===== src/hdl/gdc_pkg.sv =====
`default_nettype none
package gdc_pkg;

	localparam int unsigned YEAR_W    = 14;
	localparam int unsigned MONTH_W   = 4;
	localparam int unsigned DAY_W     = 5;
	localparam int unsigned ELAPSED_W = 22;

	localparam logic [YEAR_W-1:0] BASE_YEAR_RST = 14'd1800;

	// month codes
	localparam logic [MONTH_W-1:0] MON_JAN = 4'd1;
	localparam logic [MONTH_W-1:0] MON_FEB = 4'd2;
	localparam logic [MONTH_W-1:0] MON_APR = 4'd4;
	localparam logic [MONTH_W-1:0] MON_JUN = 4'd6;
	localparam logic [MONTH_W-1:0] MON_SEP = 4'd9;
	localparam logic [MONTH_W-1:0] MON_NOV = 4'd11;
	localparam logic [MONTH_W-1:0] MON_DEC = 4'd12;

	// floor(x / 100) for x < 25600 as (x * 5243) >> 19
	localparam logic [27:0] DIV100_MUL = 28'd5243;
	// floor(v / 7) for v < 680 as (v * 586) >> 12
	localparam logic [18:0] DIV7_MUL = 19'd586;

	typedef struct packed {
		logic [YEAR_W-1:0]  year;
		logic [MONTH_W-1:0] month;
		logic [DAY_W-1:0]   day;
	} date_in_t;

	typedef struct packed {
		logic                 date_valid;
		logic                 leap;
		logic [4:0]           month_length;
		logic [2:0]           weekday;
		logic [ELAPSED_W-1:0] elapsed_days;
	} date_out_t;

	// after the divider stage
	typedef struct packed {
		logic [YEAR_W-1:0]  year;
		logic [MONTH_W-1:0] month;
		logic [DAY_W-1:0]   day;
		logic               after_start;
		logic [YEAR_W-1:0]  year_diff;
		logic [12:0]        ly_q4;
		logic [5:0]         ly_q400;
		logic [7:0]         ly_q100;
		logic [12:0]        ls_q4;
		logic [5:0]         ls_q400;
		logic [7:0]         ls_q100;
		logic [7:0]         year_q100;
		logic [14:0]        zyear;
		logic [7:0]         zcen;
	} s1_t;

	// after the calendar stage
	typedef struct packed {
		logic              date_valid;
		logic              leap;
		logic [4:0]        month_length;
		logic [8:0]        in_year;
		logic              after_start;
		logic [22:0]       year_days;
		logic [11:0]       leap_diff;
		logic [6:0]        zyoc;
		logic [7:0]        zcen;
		logic [4:0]        zmonth;
		logic [DAY_W-1:0]  day;
	} s2_t;

	// after the sum stage
	typedef struct packed {
		logic        date_valid;
		logic        leap;
		logic [4:0]  month_length;
		logic [23:0] elapsed_p1;
		logic [9:0]  zsum;
	} s3_t;

	function automatic logic [7:0] div100(input logic [14:0] x);
		logic [27:0] p;
		p = {13'd0, x} * DIV100_MUL;
		return p[26:19];
	endfunction

	// days of months 1 .. m-1 in a common year
	function automatic logic [8:0] month_prefix(input logic [MONTH_W-1:0] m);
		logic [8:0] r;
		unique case (m)
			4'd0:    r = 9'd0;
			4'd1:    r = 9'd0;
			4'd2:    r = 9'd31;
			4'd3:    r = 9'd59;
			4'd4:    r = 9'd90;
			4'd5:    r = 9'd120;
			4'd6:    r = 9'd151;
			4'd7:    r = 9'd181;
			4'd8:    r = 9'd212;
			4'd9:    r = 9'd243;
			4'd10:   r = 9'd273;
			4'd11:   r = 9'd304;
			4'd12:   r = 9'd334;
			4'd13:   r = 9'd365;
			4'd14:   r = 9'd396;
			default: r = 9'd427;
		endcase
		return r;
	endfunction

	// (13*mm - 1) / 5 with mm = (m + 9) mod 12 + 1
	function automatic logic [4:0] zeller_month(input logic [MONTH_W-1:0] m);
		logic [4:0] r;
		unique case (m)
			4'd0:    r = 5'd25;
			4'd1:    r = 5'd28;
			4'd2:    r = 5'd31;
			4'd3:    r = 5'd2;
			4'd4:    r = 5'd5;
			4'd5:    r = 5'd7;
			4'd6:    r = 5'd10;
			4'd7:    r = 5'd12;
			4'd8:    r = 5'd15;
			4'd9:    r = 5'd18;
			4'd10:   r = 5'd20;
			4'd11:   r = 5'd23;
			4'd12:   r = 5'd25;
			4'd13:   r = 5'd28;
			4'd14:   r = 5'd31;
			default: r = 5'd2;
		endcase
		return r;
	endfunction

	function automatic logic [4:0] month_len(input logic [MONTH_W-1:0] m, input logic lp);
		logic [4:0] r;
		case (m) inside
			MON_FEB:                          r = lp ? 5'd29 : 5'd28;
			MON_APR, MON_JUN, MON_SEP, MON_NOV: r = 5'd30;
			default:                          r = 5'd31;
		endcase
		return r;
	endfunction

endpackage
`default_nettype wire


===== src/hdl/gdc_div_stage.sv =====
`default_nettype none
module gdc_div_stage (
	input  wire logic                          clk,
	input  wire logic                          arst_n,
	input  wire logic                          en,
	input  wire logic                          vld_in,
	input  wire gdc_pkg::date_in_t             d_in,
	input  wire logic [gdc_pkg::YEAR_W-1:0]    base_year,
	output logic                               vld_s1,
	output gdc_pkg::s1_t                       st_s1
);
	import gdc_pkg::*;

	logic [14:0] yz;
	logic [14:0] sz;
	logic [14:0] y399;
	logic [14:0] s399;
	logic [14:0] y3;
	logic [14:0] s3;
	logic [14:0] zy;
	s1_t         nxt;

	always_comb begin
		yz   = {1'b0, d_in.year};
		sz   = {1'b0, base_year};
		y399 = yz + 15'd399;
		s399 = sz + 15'd399;
		y3   = yz + 15'd3;
		s3   = sz + 15'd3;
		// Zeller year: shifted by a full 400-year cycle, January and February go back one
		zy   = yz + ((d_in.month == MON_JAN || d_in.month == MON_FEB) ? 15'd399 : 15'd400);

		nxt.year        = d_in.year;
		nxt.month       = d_in.month;
		nxt.day         = d_in.day;
		nxt.after_start = d_in.year > base_year;
		nxt.year_diff   = d_in.year - base_year;
		nxt.ly_q4       = y3[14:2];
		nxt.ly_q400     = 6'(div100({2'b00, y399[14:2]}));
		nxt.ly_q100     = div100(yz + 15'd99);
		nxt.ls_q4       = s3[14:2];
		nxt.ls_q400     = 6'(div100({2'b00, s399[14:2]}));
		nxt.ls_q100     = div100(sz + 15'd99);
		nxt.year_q100   = div100(yz);
		nxt.zyear       = zy;
		nxt.zcen        = div100(zy);
	end

	always_ff @(posedge clk or negedge arst_n) begin
		if (!arst_n) begin
			vld_s1 <= 1'b0;
		end else if (en) begin
			vld_s1 <= vld_in;
		end
	end

	always_ff @(posedge clk) begin
		if (en) begin
			st_s1 <= nxt;
		end
	end

endmodule
`default_nettype wire


===== src/hdl/gdc_cal_stage.sv =====
`default_nettype none
module gdc_cal_stage (
	input  wire logic          clk,
	input  wire logic          arst_n,
	input  wire logic          en,
	input  wire logic          vld_s1,
	input  wire gdc_pkg::s1_t  st_s1,
	output logic               vld_s2,
	output gdc_pkg::s2_t       st_s2
);
	import gdc_pkg::*;

	logic        cent_year;
	logic        lp;
	logic [4:0]  mlen;
	logic [13:0] leaps_y;
	logic [13:0] leaps_s;
	logic [13:0] leaps_d;
	logic [14:0] zcen100;
	logic [14:0] zyoc_w;
	s2_t         nxt;

	always_comb begin
		cent_year = st_s1.year == 14'({6'd0, st_s1.year_q100} * 14'd100);
		// century years leap only when divisible by 400
		lp        = cent_year ? (st_s1.year_q100[1:0] == 2'b00) : (st_s1.year[1:0] == 2'b00);
		mlen      = month_len(st_s1.month, lp);

		leaps_y   = 14'(st_s1.ly_q4) + 14'(st_s1.ly_q400) - 14'(st_s1.ly_q100);
		leaps_s   = 14'(st_s1.ls_q4) + 14'(st_s1.ls_q400) - 14'(st_s1.ls_q100);
		leaps_d   = leaps_y - leaps_s;

		zcen100   = 15'(st_s1.zcen) * 15'd100;
		zyoc_w    = st_s1.zyear - zcen100;

		nxt.date_valid   = (st_s1.month >= MON_JAN) && (st_s1.month <= MON_DEC) &&
			(st_s1.day != '0) && (st_s1.day <= mlen);
		nxt.leap         = lp;
		nxt.month_length = mlen;
		// day plus earlier months, one above the true count
		nxt.in_year      = 9'(st_s1.day) + month_prefix(st_s1.month) +
			9'(lp && (st_s1.month > MON_FEB));
		nxt.after_start  = st_s1.after_start;
		nxt.year_days    = 23'(st_s1.year_diff) * 23'd365;
		nxt.leap_diff    = leaps_d[11:0];
		nxt.zyoc         = zyoc_w[6:0];
		nxt.zcen         = st_s1.zcen;
		nxt.zmonth       = zeller_month(st_s1.month);
		nxt.day          = st_s1.day;
	end

	always_ff @(posedge clk or negedge arst_n) begin
		if (!arst_n) begin
			vld_s2 <= 1'b0;
		end else if (en) begin
			vld_s2 <= vld_s1;
		end
	end

	always_ff @(posedge clk) begin
		if (en) begin
			st_s2 <= nxt;
		end
	end

endmodule
`default_nettype wire


===== src/hdl/gdc_sum_stage.sv =====
`default_nettype none
module gdc_sum_stage (
	input  wire logic          clk,
	input  wire logic          arst_n,
	input  wire logic          en,
	input  wire logic          vld_s2,
	input  wire gdc_pkg::s2_t  st_s2,
	output logic               vld_s3,
	output gdc_pkg::s3_t       st_s3
);
	import gdc_pkg::*;

	logic [23:0] full_years;
	s3_t         nxt;

	always_comb begin
		// years before the start year add nothing
		full_years = st_s2.after_start ?
			(24'(st_s2.year_days) + 24'(st_s2.leap_diff)) : 24'd0;

		nxt.date_valid   = st_s2.date_valid;
		nxt.leap         = st_s2.leap;
		nxt.month_length = st_s2.month_length;
		nxt.elapsed_p1   = full_years + 24'(st_s2.in_year);
		// bias by 336 (a multiple of 7) so the sum stays non-negative
		nxt.zsum         = 10'(st_s2.zmonth) + 10'(st_s2.day) + 10'(st_s2.zyoc) +
			10'(st_s2.zyoc[6:2]) + 10'(st_s2.zcen[7:2]) + 10'd336 - {1'b0, st_s2.zcen, 1'b0};
	end

	always_ff @(posedge clk or negedge arst_n) begin
		if (!arst_n) begin
			vld_s3 <= 1'b0;
		end else if (en) begin
			vld_s3 <= vld_s2;
		end
	end

	always_ff @(posedge clk) begin
		if (en) begin
			st_s3 <= nxt;
		end
	end

endmodule
`default_nettype wire


===== src/hdl/gdc_out_stage.sv =====
`default_nettype none
module gdc_out_stage (
	input  wire logic          clk,
	input  wire logic          arst_n,
	input  wire logic          en,
	input  wire logic          vld_s3,
	input  wire gdc_pkg::s3_t  st_s3,
	output logic               vld_s4,
	output gdc_pkg::date_out_t st_s4
);
	import gdc_pkg::*;

	localparam logic [23:0] ELAPSED_CAP_P1 = 24'd4194304;

	logic [18:0] q7_prod;
	logic [9:0]  q7x7;
	logic [9:0]  rem7;
	logic [23:0] el_m1;
	date_out_t   nxt;

	always_comb begin
		q7_prod = 19'(st_s3.zsum) * DIV7_MUL;
		q7x7    = 10'(q7_prod[18:12]) * 10'd7;
		rem7    = st_s3.zsum - q7x7;
		el_m1   = st_s3.elapsed_p1 - 24'd1;

		nxt.date_valid   = st_s3.date_valid;
		nxt.leap         = st_s3.leap;
		nxt.month_length = st_s3.month_length;
		nxt.weekday      = rem7[2:0];
		// saturate at both ends
		if (st_s3.elapsed_p1 == 24'd0) begin
			nxt.elapsed_days = '0;
		end else if (st_s3.elapsed_p1 > ELAPSED_CAP_P1) begin
			nxt.elapsed_days = '1;
		end else begin
			nxt.elapsed_days = el_m1[ELAPSED_W-1:0];
		end
	end

	always_ff @(posedge clk or negedge arst_n) begin
		if (!arst_n) begin
			vld_s4 <= 1'b0;
		end else if (en) begin
			vld_s4 <= vld_s3;
		end
	end

	always_ff @(posedge clk) begin
		if (en) begin
			st_s4 <= nxt;
		end
	end

endmodule
`default_nettype wire


===== src/hdl/gregorian_date_calculator_unit.sv =====
`default_nettype none
// Channel    Direction  Handshake              Payload
// request    in         req_valid / req_ready  req (year, month, day)
// response   out        rsp_valid / rsp_ready  rsp (date_valid, leap, month_length,
//                                                  weekday, elapsed_days)
// config     in         cfg_we                 cfg_wdata (epoch year)
//
// One item per cycle while rsp_ready stays high; rsp_valid follows the accepting edge through
// the four register stages (divide, calendar, sum, output), the first loaded there.
// Reset clears the stage valid bits and loads the epoch year with 1800.
// A stage advances when it is empty or the stage after it advances, so bubbles
// collapse and a stalled response holds every full stage in place.
module gregorian_date_calculator_unit (
	input  wire logic                        clk,
	input  wire logic                        arst_n,
	input  wire logic                        req_valid,
	output logic                             req_ready,
	input  wire gdc_pkg::date_in_t           req,
	output logic                             rsp_valid,
	input  wire logic                        rsp_ready,
	output gdc_pkg::date_out_t               rsp,
	input  wire logic                        cfg_we,
	input  wire logic [gdc_pkg::YEAR_W-1:0]  cfg_wdata
);
	import gdc_pkg::*;

	logic [YEAR_W-1:0] base_year_q;

	logic vld_s1;
	logic vld_s2;
	logic vld_s3;
	logic vld_s4;
	logic en1;
	logic en2;
	logic en3;
	logic en4;

	s1_t       st_s1;
	s2_t       st_s2;
	s3_t       st_s3;
	date_out_t st_s4;

	// Hold the epoch year; the user must write it only while no item is in flight (not enforced here).
	always_ff @(posedge clk or negedge arst_n) begin
		if (!arst_n) begin
			base_year_q <= BASE_YEAR_RST;
		end else if (cfg_we) begin
			base_year_q <= cfg_wdata;
		end
	end

	// Advance a stage when it is empty or its successor advances.
	always_comb begin
		en4 = !vld_s4 || rsp_ready;
		en3 = !vld_s3 || en4;
		en2 = !vld_s2 || en3;
		en1 = !vld_s1 || en2;
	end

	assign req_ready = en1;
	assign rsp_valid = vld_s4;
	assign rsp       = st_s4;

	// Stage 1: constant divisions for leap counts and Zeller century.
	gdc_div_stage u_div (
		.clk        (clk),
		.arst_n     (arst_n),
		.en         (en1),
		.vld_in     (req_valid),
		.d_in       (req),
		.base_year  (base_year_q),
		.vld_s1     (vld_s1),
		.st_s1      (st_s1)
	);

	// Stage 2: leap flag, month length, validity, year-day product.
	gdc_cal_stage u_cal (
		.clk    (clk),
		.arst_n (arst_n),
		.en     (en2),
		.vld_s1 (vld_s1),
		.st_s1  (st_s1),
		.vld_s2 (vld_s2),
		.st_s2  (st_s2)
	);

	// Stage 3: elapsed-day sum and Zeller sum.
	gdc_sum_stage u_sum (
		.clk    (clk),
		.arst_n (arst_n),
		.en     (en3),
		.vld_s2 (vld_s2),
		.st_s2  (st_s2),
		.vld_s3 (vld_s3),
		.st_s3  (st_s3)
	);

	// Stage 4: weekday remainder, saturation, output register.
	gdc_out_stage u_out (
		.clk    (clk),
		.arst_n (arst_n),
		.en     (en4),
		.vld_s3 (vld_s3),
		.st_s3  (st_s3),
		.vld_s4 (vld_s4),
		.st_s4  (st_s4)
	);

	// A draining output never blocks the input.
	a_ready_when_drain: assert property (@(posedge clk) disable iff (!arst_n)
		rsp_ready |-> req_ready)
		else $error("request stalled while response drains");

	a_weekday_range: assert property (@(posedge clk) disable iff (!arst_n)
		rsp_valid |-> (rsp.weekday != 3'd7))
		else $error("weekday out of range");

	a_feb29_leap: assert property (@(posedge clk) disable iff (!arst_n)
		(rsp_valid && (rsp.month_length == 5'd29)) |-> rsp.leap)
		else $error("29-day month in a common year");

	a_len_range: assert property (@(posedge clk) disable iff (!arst_n)
		rsp_valid |-> (rsp.month_length >= 5'd28))
		else $error("month length below 28");

	// A stalled response holds every full stage: a full sum stage stays full.
	a_stall_hold: assert property (@(posedge clk) disable iff (!arst_n)
		(vld_s3 && vld_s4 && !rsp_ready) |=> vld_s3)
		else $error("full stage dropped during stall");

endmodule
`default_nettype wire

===== config.mk =====
export PLATFORM = sky130hd
export DESIGN_NAME = gregorian_date_calculator_unit
export DESIGN_NICKNAME = d
export VERILOG_FILES = /design/src/hdl/gdc_pkg.sv /design/src/hdl/gdc_div_stage.sv /design/src/hdl/gdc_cal_stage.sv /design/src/hdl/gdc_sum_stage.sv /design/src/hdl/gdc_out_stage.sv /design/src/hdl/gregorian_date_calculator_unit.sv
export SDC_FILE = /design/constraint.sdc
export NUM_CORES = 2
export LEC_CHECK = 0
export BUFFER_PORTS_ARGS = -buffer_cell sky130_fd_sc_hd__buf_4
export CAP_MARGIN = 20
export CORE_MARGIN = 5
export CORE_UTILIZATION = 40
export CTS_BUF_LIST = sky130_fd_sc_hd__clkbuf_8
export CTS_CLUSTER_DIAMETER = 80
export CTS_CLUSTER_SIZE = 28
export DETAILED_ROUTE_END_ITERATION = 10
export HOLD_SLACK_MARGIN = 0.15
export PLACE_DENSITY_LB_ADDON = 0.25
export SLEW_MARGIN = 20
export SYNTH_ARGS = -nofsm -noshare
export SYNTH_HDL_FRONTEND = slang
export SYNTH_SLANG_ARGS = --single-unit

===== constraint.sdc =====
create_clock -name clk -period 12.3 [get_ports clk]
set_input_delay 2.46 -clock clk [delete_from_list [all_inputs] [get_ports clk]]
set_output_delay 2.46 -clock clk [all_outputs]
set_load 0.005 [all_outputs]

Word-level counts from Yosys, hierarchy flattened
Memory sizes are Yosys's and may differ from the RTL's. A register that Yosys moved wholly into a read port is not among the register bits.
Index checks and enable logic that the tools add are counted.
{ "classes": {"n_addsub": 26, "multipliers": 11, "magnitude_cmp": 6, "eq_ne": 8, "mux": 8, "reduce_logical": 18} }
{ "op_table": {"columns": ["cell", "n"], "rows": [
  ["$mul 15x13->27 const B", 3],
  ["$mul 13x13->25 const B", 2],
  ["$add 14x7->15 const B", 2],
  ["$add 14x9->15 const B", 2],
  ["$add 14x2->14 const B", 2],
  ["$mul 14x13->27 const B", 1],
  ["$add 12x6->12", 2],
  ["$add 23x12->24", 1],
  ["$add 24x9->24", 1],
  ["$gt 24x23->1 const B", 1],
  ["$logic_not 24->1", 1],
  ["$mux 24", 1],
  ["$sub 12x8->12", 2],
  ["$mul 14x9->23 const B", 1],
  ["$mux 22", 1],
  ["$sub 22x1->22 const B", 1],
  ["$mul 10x9->18 const B", 1],
  ["$add 14x9->15", 1],
  ["$eq 14x14->1", 1],
  ["$gt 14x14->1", 1],
  ["$sub 14x14->14", 1],
  ["$mul 8x5->12 const B", 1],
  ["$sub 12x12->12", 1],
  ["$add 10x5->10", 1],
  ["28 further kinds", 45]
]} }
{ "word_totals": {"regBits": 276, "romBits": 224, "in_bits": 42, "out_inout_bits": 34, "word_cells": 118, "memories": 2} }
{ "mem_list": {"columns": ["name", "depth", "width", "rd", "rd_ports_with_merged_regs", "write_ports", "line_no", "text"], "rows": [
  ["(name not given)", 16, 9, 1, 1, 0, "gdc_pkg.sv:90", "unique case (m)"],
  ["(name not given)", 16, 5, 1, 1, 0, "gdc_pkg.sv:114", "unique case (m)"]
]} }

Depth between registers and ports, before layout
{ "depth": {"word_depth": 7, "mapped_depth": 30, "mapped_depth_nobuf": 30} }

By module
From an unflattened synthesis, not the netlist that was laid out.
{ "hier_totals": {"cells_unflattened": 3834, "hier_area_um2": 40677.8} }
{ "modules_own_cells": {"columns": ["mod", "instances", "cells_each", "area_each_um2", "seq_area_each_um2"], "rows": [
  ["gdc_div_stage", 1, 2446, 25667.1, 3718.6],
  ["gdc_cal_stage", 1, 691, 7621.1, 2247.2],
  ["gdc_sum_stage", 1, 415, 4095.2, 1256.2],
  ["gdc_out_stage", 1, 248, 2745.1, 985.9],
  ["gregorian_date_calculator_unit", 1, 34, 549.3, 355.3]
]} }

Worst setup path after synthesis
No wires, ideal clock.
{ "synth_path": {"path_type": "in2reg", "start": "input rsp_ready", "end": "register with a tool-made name", "setup_ns": 0.135, "arrival_time_ns": 9.399, "required_ns": 12.165, "slack_ns": 2.766, "stages": 7, "n_path_buf": 0, "path_cell_list": "nor2b_1 -> nand4_1 -> o21ai_0 -> inv_1 -> ha_1 -> inv_1 -> mux4_2"} }
{ "synth_lines": {"columns": ["item", "line_no", "text"], "rows": [
  ["from (decl)", "gregorian_date_calculator_unit.sv:20", "input wire logic rsp_ready,"]
]} }

==> metrics <==
status finished, final reports clean; Placer Congestion approximately 0.9; Setup CP Type input pin to flop; slowest stage cell, crit path o41ai_1; min-delay worst type flop to flop; worst path cell trace buf_4, inv_1, ha_1, nor2b_1, a21oi_1, o21bai_1, and2_1, nand2_1, xnor2_1, inv_1, fa_1, inv_1, ha_1, fa_1, fa_1, fa_1, ha_1, a21oi_1, o21ai_0, o41ai_1, o21ai_0, o41a_1, a21oi_1, xnor2_1; synthesized flop and latch total about 280; Post-synth top flop edfxtp_1; largest net degree at the start of global routing 76; Post-Syn Instances approximately 3700; H-tree levels 1; dominant cell type by area after synthesis ha_1; post-synthesis async set-or-reset flop share ~6.4%; CTS max path bufs 3; CP Launch Type input pin; Final min period around 9700 ps; drt wl/cell ~15 µm; Post-Syn Area just under 0.04 mm²; antenna-violating nets left 0; CTS Sinks 281; Slew HR between 30% and 40%; max-slew violations 0; Post-synth EDFFs around 250; die extent in x around 320 µm; drt drc 0; die height about 320 µm; Crit Path Max Fanout 10; Setup Fix Bufs, Post-CTS 0; die area about 0.10 mm²; final setup TNS 0 ps; DR vias between 20000 and 25000; Post-Route WL between 70 and 80 mm; critical path arrival 10090 ps; WP buf/inv 4; Synth top area share between 20% and 30%; post-route setup slack between 2000 and 3000 ps; Starting DRT DRC Count 921; Area Growth Syn to Fin 6.73%; Initial Util approximately two fifths; TritonCTS clock tree done; total gr overflow 0; CTS root buf clkbuf_8; Post-Place Cell Area 0.0415 mm²; WHS ~430 ps; Pre-antenna DRT Iters 5; RSZ-0062 raised after global routing false; fmax 103 MHz; cts hold-fix bufs 0; I/O pin count 76; Unique masters post-synth 81; Skew-Pair Late Insertion Delay approximately 620 ps; fin nets between 5000 and 6000; Num CTS Buffers 21; Clock Skews around 32 ps; Synth Warn # 0; first-pass GRT wire length around 130 mm; Mean Syn Cell Area around 11 µm²; post-synthesis sequential area ratio between 20% and 30%; crit-path most repeated cell fa_1; max incr delay on CP around 860 ps; dpl ws about 2000 ps; fin crit share between 70% and 80%; number of port buffers 72; CORE AREA 0.0980 mm²; CP Capture Type flop; max_cap viols 0; vias per cell between 4 and 5; Data required, critical path approximately 13000 ps; FILL cells ~9400; top-count cell post-synth inv_1; row cnt between 100 and 150; layout cells sized above 1 between 4 and 5%; CP top delay family adder cells; post_cts resized 0; Worst-Margin Slew about 1000 ps; setup slack, reg-to-reg between 4000 and 5000 ps; Final setup viols 0; initial antenna violation count 3; post-DP HPWL between 60 and 70 mm; GRT Overall Usage about 16%; final hold viol count 0; number of global-route vias before repair 25200; Final Cell Area between 0.04 and 0.05 mm²; top post-synthesis cells by area ha_1 (26%), fa_1 (25%), edfxtp_1 (19%); most common library cells after synthesis inv_1 (958), ha_1 (819), fa_1 (485); CTS clk-pin slew, worst paths 120 ps
==> through the flow <==
| stage | util, % | std cells |
|---|---|---|
| after floorplan | - | 3729 |
| after global placement | 42.4 | 5071 |
| after detailed placement | 42.4 | 5072 |
| after CTS | 42.8 | 5109 |
| after global routing | 42.9 | 5111 |
| final | 42.9 | 5111 |
==> layout make-up <==
| class | instances | area [µm²] | share of cell area, % |
|---|---|---|---|
| flip-flops and latches | 281 | 8260 | 19.7 |
| clock buffers | 21 | 289 | 0.688 |
| diodes | 1 | 2.50 | 0.00596 |
| inverters | 961 | 3610 | 8.59 |
| well taps | 1287 | 1610 | 3.83 |
| clock inverters | 16 | 169 | 0.402 |
| repair buffers | 89 | 678 | 1.61 |
| multi-input cells | 2455 | 27400 | 65.2 |
==> state kept, by name, summed over array words and instances, names as in the netlist, named ones only <==
name	cells
u_sum.vld_s3	1
u_div.st_s1	113
base_year_q	14
u_out.st_s4	29
u_cal.vld_s2	1
u_out.vld_s4	1
u_cal.st_s2	74
u_div.vld_s1	1
u_sum.st_s3	38
==> worst reg2reg max path, cell delays in order (launching register included) <==
cell      delay (ps)
dfrtp_1          590
inv_1            240
ha_1             380
nor3_1           360
nor2_1            80
nand2_1          150
nand4_1          150
xnor2_1          610
inv_1            190
fa_1             530
inv_1             50
ha_1             300
fa_1             480
fa_1             520
fa_1             500
ha_1             330
and3_1           220
a221oi_1         280
o22ai_1          130
a311oi_1         700
nor2b_1          140
o21a_1           240
o21a_1           210
o31ai_1          240
xnor2_1          110
==> cell usage in the layout, fill, tap and decap left out, types with 16 or more instances in the layout <==
| master | count |
|---|---|
| fa_1 | 485 |
| xor2_1 | 66 |
| nand2_1 | 130 |
| inv_1 | 959 |
| nor2b_1 | 26 |
| ha_1 | 819 |
| buf_4 | 87 |
| nand4_1 | 23 |
| o21ai_0 | 92 |
| nand3_1 | 36 |
| edfxtp_1 | 254 |
| nand2b_1 | 21 |
| xnor2_1 | 217 |
| a21o_1 | 57 |
| a21oi_1 | 117 |
| o21a_1 | 16 |
| nor3_1 | 30 |
| nor2_1 | 106 |
| o21bai_1 | 17 |
| clkbuf_8 | 21 |
==> per-layer routing <==
metal | global-route usage [%] | up-vias | wire (µm)
met2 | 26.2 | 221 | 36800
met5 | 0 | - | 0
li1 | - | 12200 | -
met3 | 1.48 | 62 | 2070
met4 | 2.62 | 0 | 1370
met1 | 22.3 | 11600 | 38800
==> worst paths after layout <==
| path | from | to | cells past startpoint |
|---|---|---|---|
| setup / recovery | req[10] | u_div.st_s1[65] | 24 |
| hold reg to reg | u_div.st_s1[8] | u_cal.st_s2[18] | 0 |
| min in group asynchronous | arst_n | u_cal.vld_s2 | 1 |
| setup reg to reg | base_year_q[0] | u_div.st_s1[37] | 24 |
| max in group asynchronous | arst_n | base_year_q[10] | 1 |
| hold / removal | u_div.st_s1[8] | u_cal.st_s2[18] | 0 |
==> logic make-up after synthesis <==
family / after synthesis / share of synthesized area, %
other: 1 / 0.00953
and+or+nand+nor: 454 / 5.63
buffers and inverters: 993 / 9.52
adders and majority gates: 1304 / 50.7
xor gates and xnor gates: 284 / 6.32
muxes: 8 / 0.238
AOI/OAI and AO/OA: 402 / 6.60
DFF: 281 / 21.0
Power is left out: the tool's default activity adds up to more than one toggle a clock period on the data nets, which glitch-free logic cannot reach.
